## src/rtl/sacl_pkg.sv

```systemverilog
// Shared types and constants for the set-associative LRU cache lookup block.
`timescale 1ns / 1ps

package sacl_pkg;

   localparam int ADDR_PORT_W  = 64;
   localparam int TOTAL_W      = 32;
   localparam int SET_BITS_W   = 3;
   localparam int WAYS_W       = 4;
   localparam int BLOCK_BITS_W = 6;
   localparam int CSR_INDEX_W  = 2;
   localparam int CSR_DATA_W   = 6;

   localparam logic [CSR_INDEX_W-1:0] CSR_SET_BITS   = 2'd0;
   localparam logic [CSR_INDEX_W-1:0] CSR_WAYS       = 2'd1;
   localparam logic [CSR_INDEX_W-1:0] CSR_BLOCK_BITS = 2'd2;

   // controller -> datapath
   typedef struct packed {
      logic capture;    // request taken: split address, read the set
      logic latch;      // register compare results of the set just read
      logic scan_step;  // examine one way for the LRU victim
      logic commit;     // write the set back and load the result register
      logic clear_wr;   // clear valid bits of one set after reset
   } cmd_type;

   // datapath -> controller
   typedef struct packed {
      logic hit;
      logic free_any;
      logic scan_last;
      logic clear_last;
   } status_type;

endpackage

```

## src/rtl/sacl_ctrl.sv

```systemverilog
// Controller state machine: clearing pass, request sequencing, result handshake.
`timescale 1ns / 1ps

module sacl_ctrl (
   input  logic                clock,
   input  logic                reset,
   input  logic                req_valid,
   output logic                req_stall,
   output logic                rsp_valid,
   input  logic                rsp_stall,
   input  sacl_pkg::status_type status,
   output sacl_pkg::cmd_type    cmd
);

   typedef enum logic [2:0] {
      ST_CLEAR,
      ST_IDLE,
      ST_LOOKUP,
      ST_SCAN,
      ST_WRITE
   } state_type;

   state_type state_ff;
   logic      rsp_valid_ff;
   logic      out_free;

   assign out_free  = !rsp_valid_ff || !rsp_stall;
   assign req_stall = (state_ff != ST_IDLE);
   assign rsp_valid = rsp_valid_ff;

   always_comb begin
      cmd           = '0;
      cmd.capture   = (state_ff == ST_IDLE) && req_valid;
      cmd.latch     = (state_ff == ST_LOOKUP);
      cmd.scan_step = (state_ff == ST_SCAN);
      cmd.commit    = (state_ff == ST_WRITE) && out_free;
      cmd.clear_wr  = (state_ff == ST_CLEAR);
   end

   always_ff @(posedge clock) begin
      if (reset) begin
         state_ff     <= ST_CLEAR;
         rsp_valid_ff <= 1'b0;
      end else begin
         if (cmd.commit) begin
            rsp_valid_ff <= 1'b1;
         end else if (!rsp_stall) begin
            rsp_valid_ff <= 1'b0;
         end
         case (state_ff)
            ST_CLEAR: begin
               if (status.clear_last) state_ff <= ST_IDLE;
            end
            ST_IDLE: begin
               if (req_valid) state_ff <= ST_LOOKUP;
            end
            ST_LOOKUP: begin
               // no hit and no invalid way: walk the ways for the LRU victim
               if (status.hit || status.free_any) state_ff <= ST_WRITE;
               else state_ff <= ST_SCAN;
            end
            ST_SCAN: begin
               if (status.scan_last) state_ff <= ST_WRITE;
            end
            ST_WRITE: begin
               if (out_free) state_ff <= ST_IDLE;
            end
            default: begin
               state_ff <= ST_CLEAR;
            end
         endcase
      end
   end

endmodule

```

## config.mk

```make
export PLATFORM = sky130hd
export DESIGN_NAME = sacl_ctrl
export DESIGN_NICKNAME = d
export VERILOG_FILES = /design/src/rtl/sacl_pkg.sv /design/src/rtl/sacl_ctrl.sv
export SDC_FILE = /design/constraint.sdc
export NUM_CORES = 1
export LEC_CHECK = 0
export ABC_AREA = 1
export BUFFER_PORTS_ARGS = -buffer_cell sky130_fd_sc_hd__buf_2
export CORE_AREA = 2 2 39 41
export DETAILED_ROUTE_END_ITERATION = 12
export DIE_AREA = 0 0 41 43
export PLACE_DENSITY = 0.51
export SETUP_SLACK_MARGIN = 0.2
export SLEW_MARGIN = 20
export SYNTH_ARGS = -nofsm -noshare
export SYNTH_HDL_FRONTEND = slang
export SYNTH_SLANG_ARGS = --single-unit
```

## constraint.sdc

```tcl
create_clock -name clock -period 3.1 [get_ports clock]
set_input_delay 0.155 -clock clock [delete_from_list [all_inputs] [get_ports clock]]
set_output_delay 0.155 -clock clock [all_outputs]
set_load 0.05 [all_outputs]
```

Word level (Yosys, flattened, before mapping)
Cells that the tools add are included.
- register bits: 4
- logic and storage cells: 28
- output and inout bits: 7
- eq/ne operators: 10
- multiplexer cells: 8
- reduce and logical (&&, ||, !) cells: 8
- operator list (kind ; number):
    two-way mux 3 bit ; 5
    case mux 3 bit (5 select lines) ; 1
    != test 2 bit (second input constant) ; 4
    == test 3 x 2 -> 1 bit (second input constant) ; 2
    AND reduction 4 bit ; 1
    == test 3 x 1 -> 1 bit (second input constant) ; 1
    == test 3 bit (second input constant) ; 1
    zero test 3 bit ; 1
    != test 3 x 1 -> 1 bit (second input constant) ; 1
    logical AND 1 bit ; 2
    zero test 1 bit ; 2
    logical OR 1 bit ; 2
    two-way mux 1 bit ; 2
    != test 2 x 1 -> 1 bit (second input constant) ; 1

Depth between registers and ports, before layout
- depth after elaboration: 4
- mapped depth: 9
- gate-level depth less buffers: 8

Least setup slack after synthesis
OpenSTA, ideal clock, no wires.
- path type: flip-flop to output port
- start point: register state_ff[0]
- end point: output port cmd[4] (netlist name)
- stages on the path, launching flop included: 5
- path slack: 1.296 ns
- arrival: 1.649 ns
- buffers on the path: 0
- path through: dfxtp_1 -> inv_1 -> nor3_1 -> inv_1 -> nor2_1
- RTL lines (what ; line ; source):
    start: declaration ; sacl_ctrl.sv:23 ; state_type state_ff;
    start signal: assignment ; sacl_ctrl.sv:42 ; state_ff <= ST_CLEAR;
    start signal: assignment ; sacl_ctrl.sv:52 ; if (status.clear_last) state_ff <= ST_IDLE;
    start signal: assignment ; sacl_ctrl.sv:55 ; if (req_valid) state_ff <= ST_LOOKUP;
    end: declaration ; sacl_ctrl.sv:12 ; output sacl_pkg::cmd_type cmd

==> flow_summary.ini <==
[run_status]
status = completed

[clocking]
cts_root_buffer = clkbuf_4
cts_resized = 0
cts_tree = yes
htreeDepth = 1
ctsHoldBuffers = 0
cts_post_setup_buffers_inserted = 0
clockBufferDepth = 2
clock_sinks = 4
cts_buffers = 3
clk_latency_ns = 0.24
path_clk_slew_ns = 0.04

[sta]
rsz0062_at_grt = false
fin_crit_ns = 1.54
slew_headroom = 0.781
drv_slew = 0
fin_skew_ns = 0.00880
fin_ws_ns = 1.56
setup_viol = 0
fmax_ghz = 0.649
worst_slew_pin_slew_ns = 0.327
setup-tns-final_ns = 0
finalHoldViolCount = 0
post-route-period-util = 0.497

[drt]
wl_um = 688
postRouteAntennaNets = 0
via_per_inst = 4.17
drtPass1Iterations = 4
wl_per_cell_um = 8.29
drt_iter0_markers = 8
vias = 346
drc = 0

[grt]
grt_max_degree = 9
grt_usage = 0.0914
overflow = 0
antenna_found_initial = 0
grt_pass1_wl_um = 1080
grt_pass1_vias = 289

[synthesis]
synth_top_family_by_area = simple AND/OR/NAND/NOR gates
avgSynthCellArea_um2 = 6.28
synth_compound_area_frac = 0.0153
synth_top_area_share = 0.245
synth_nets = 60
syn_inst = 52
synth_area_leader_cell = dfxtp_1
synth-xor-area-share = 0
synthAdderAreaFrac = 0
syn_area_um2 = 327
synth_simple_gate_area_frac = 0.579
ys_seq_area_frac = 0.245
ys_warn_count = 0
yosys-top-cells-area = dfxtp_1 25%, nor2_1 14%, nand2_1 11%
synthDistinctLibCells = 13
ys_seq_elements = 4
synthMuxAreaShare = 0

[pwr]
seq_power_share = 0.218
peakVddDrop_mv = 0.298
p_per_area_nw_per_um2 = 1300
power.share.clock = 0.123
share_comb_of_total_power = 0.659
p_sw_frac = 0.602
p_int_uw = 216
p_switching_uw = 327
power.total_uw = 543
power_leakage_uw = 0.000235

[critical_path]
critical_path_class = reg -> out
worstPathMaxFanout = 7
cp_common_cell = inv_1
critPathLaunchType = flip-flop
critPathCaptureType = primary output
max_stage_delay_ns = 0.45
critPathSlowestCell = dfxtp_1
cp.arrival_ns = 1.39
cp.required_ns = 2.94
crit_chain = inv_1, nor3_1, inv_1, nor2_1, buf_2
crit_family = flip-flops
path_buf_inv = 3

[placement]
gp_congestion = 0.796
dp.cells = 80
portBuffers = 14
pre_cts_ws_ns = 1.80
hpwlAfterDp_um = 546

[die]
num_io_pins = 15
die_area_um2 = 1760
die_h_um = 43
initial_utilization = 0.236
rows = 14
die_x_um = 41
core_um2 = 1380

[finish]
final_util = 0.301
n_antenna_cell = 0
drive_gt1_frac = 0.403
fillers = 172
final_net_count = 77
finalNonFillerCells = 83
area_growth_pct = 27.6

[worst_hold_path]
hp-class = in -> reg

[job]
drv_cap = 0
-- power groups by stage --
stage	logic, uW	clock network (uW)	registers (uW)
finish	358	66.6	118
global route	392	71.5	124
CTS	361	69.1	118
detailed placement	360	0	119
global placement	360	0	117
floorplan	332	0	102
-- layout make-up --
| class | instances | area [um2] | area share |
|---|---|---|---|
| Multi-Input combinational cell | 38 | 194 | 0.465 |
| Tap cell | 16 | 20.0 | 0.0480 |
| Timing Repair Buffer | 14 | 70.1 | 0.168 |
| Sequential cell | 4 | 80.1 | 0.192 |
| Clock buffer | 3 | 22.5 | 0.0541 |
| Inverter | 8 | 30.0 | 0.0721 |
-- registers in the layout, summed over array words and instances (netlist names) --
name / count
state_ff: 3
rsp_valid: 1
-- routing by layer --
metal,routed length (um),up-vias,track usage
li1,-,184,-
met1,305,142,0.116
met2,302,20,0.134
met3,79,0,0.0471
met4,0,0,0.0200
met5,0,-,0
-- kinds of logic after synthesis --
logic type      count (synthesis)
flops                           4
buf+inv                        10
simple gates                   37
compound gates                  1
-- placed cells by master (no fill, tap or decap) --
cell type,count
nand2_1,10
nor2_1,12
nor2_4,2
nand3_1,3
a21oi_1,1
nand2_2,3
buf_2,14
nand2_4,1
inv_1,8
nor2_2,3
dfxtp_1,4
clkbuf_4,3
nand3_2,1
nor3_1,2
-- final timing paths --
kind / startpoint / to / slack (ns) / cells after the start
worst max-delay path: state_ff[0]$_SDFFE_PP0P_ / cmd[4] / 1.56 / 5
worst min register to register: rsp_valid$_SDFFE_PP0P_ / rsp_valid$_SDFFE_PP0P_ / 0.47 / 2
worst min-delay path: reset / rsp_valid$_SDFFE_PP0P_ / 0.09 / 2
worst max register to register: state_ff[2]$_SDFFE_PP0P_ / state_ff[2]$_SDFFE_PP0P_ / 1.85 / 7
-- synth_stat cells --
library cell	count
a21oi_1	1
buf_6	2
dfxtp_1	4
inv_1	8
nand2_1	10
nand2_2	3
nand2_4	1
nand3_1	3
nand3_2	1
nor2_1	12
nor2_2	3
nor2_4	2
nor3_1	2
-- stage by stage --
step / cell area, um2 / hold WS, ns
after detailed placement: 394 / 0.337
after global placement: 394 / 0.334
after global routing: 417 / 0.0922
after floorplan: 327 / 0.224
final: 417 / 0.0936
after CTS: 417 / 0.0899
No activity file was read; power rests on OpenSTA's default activity.
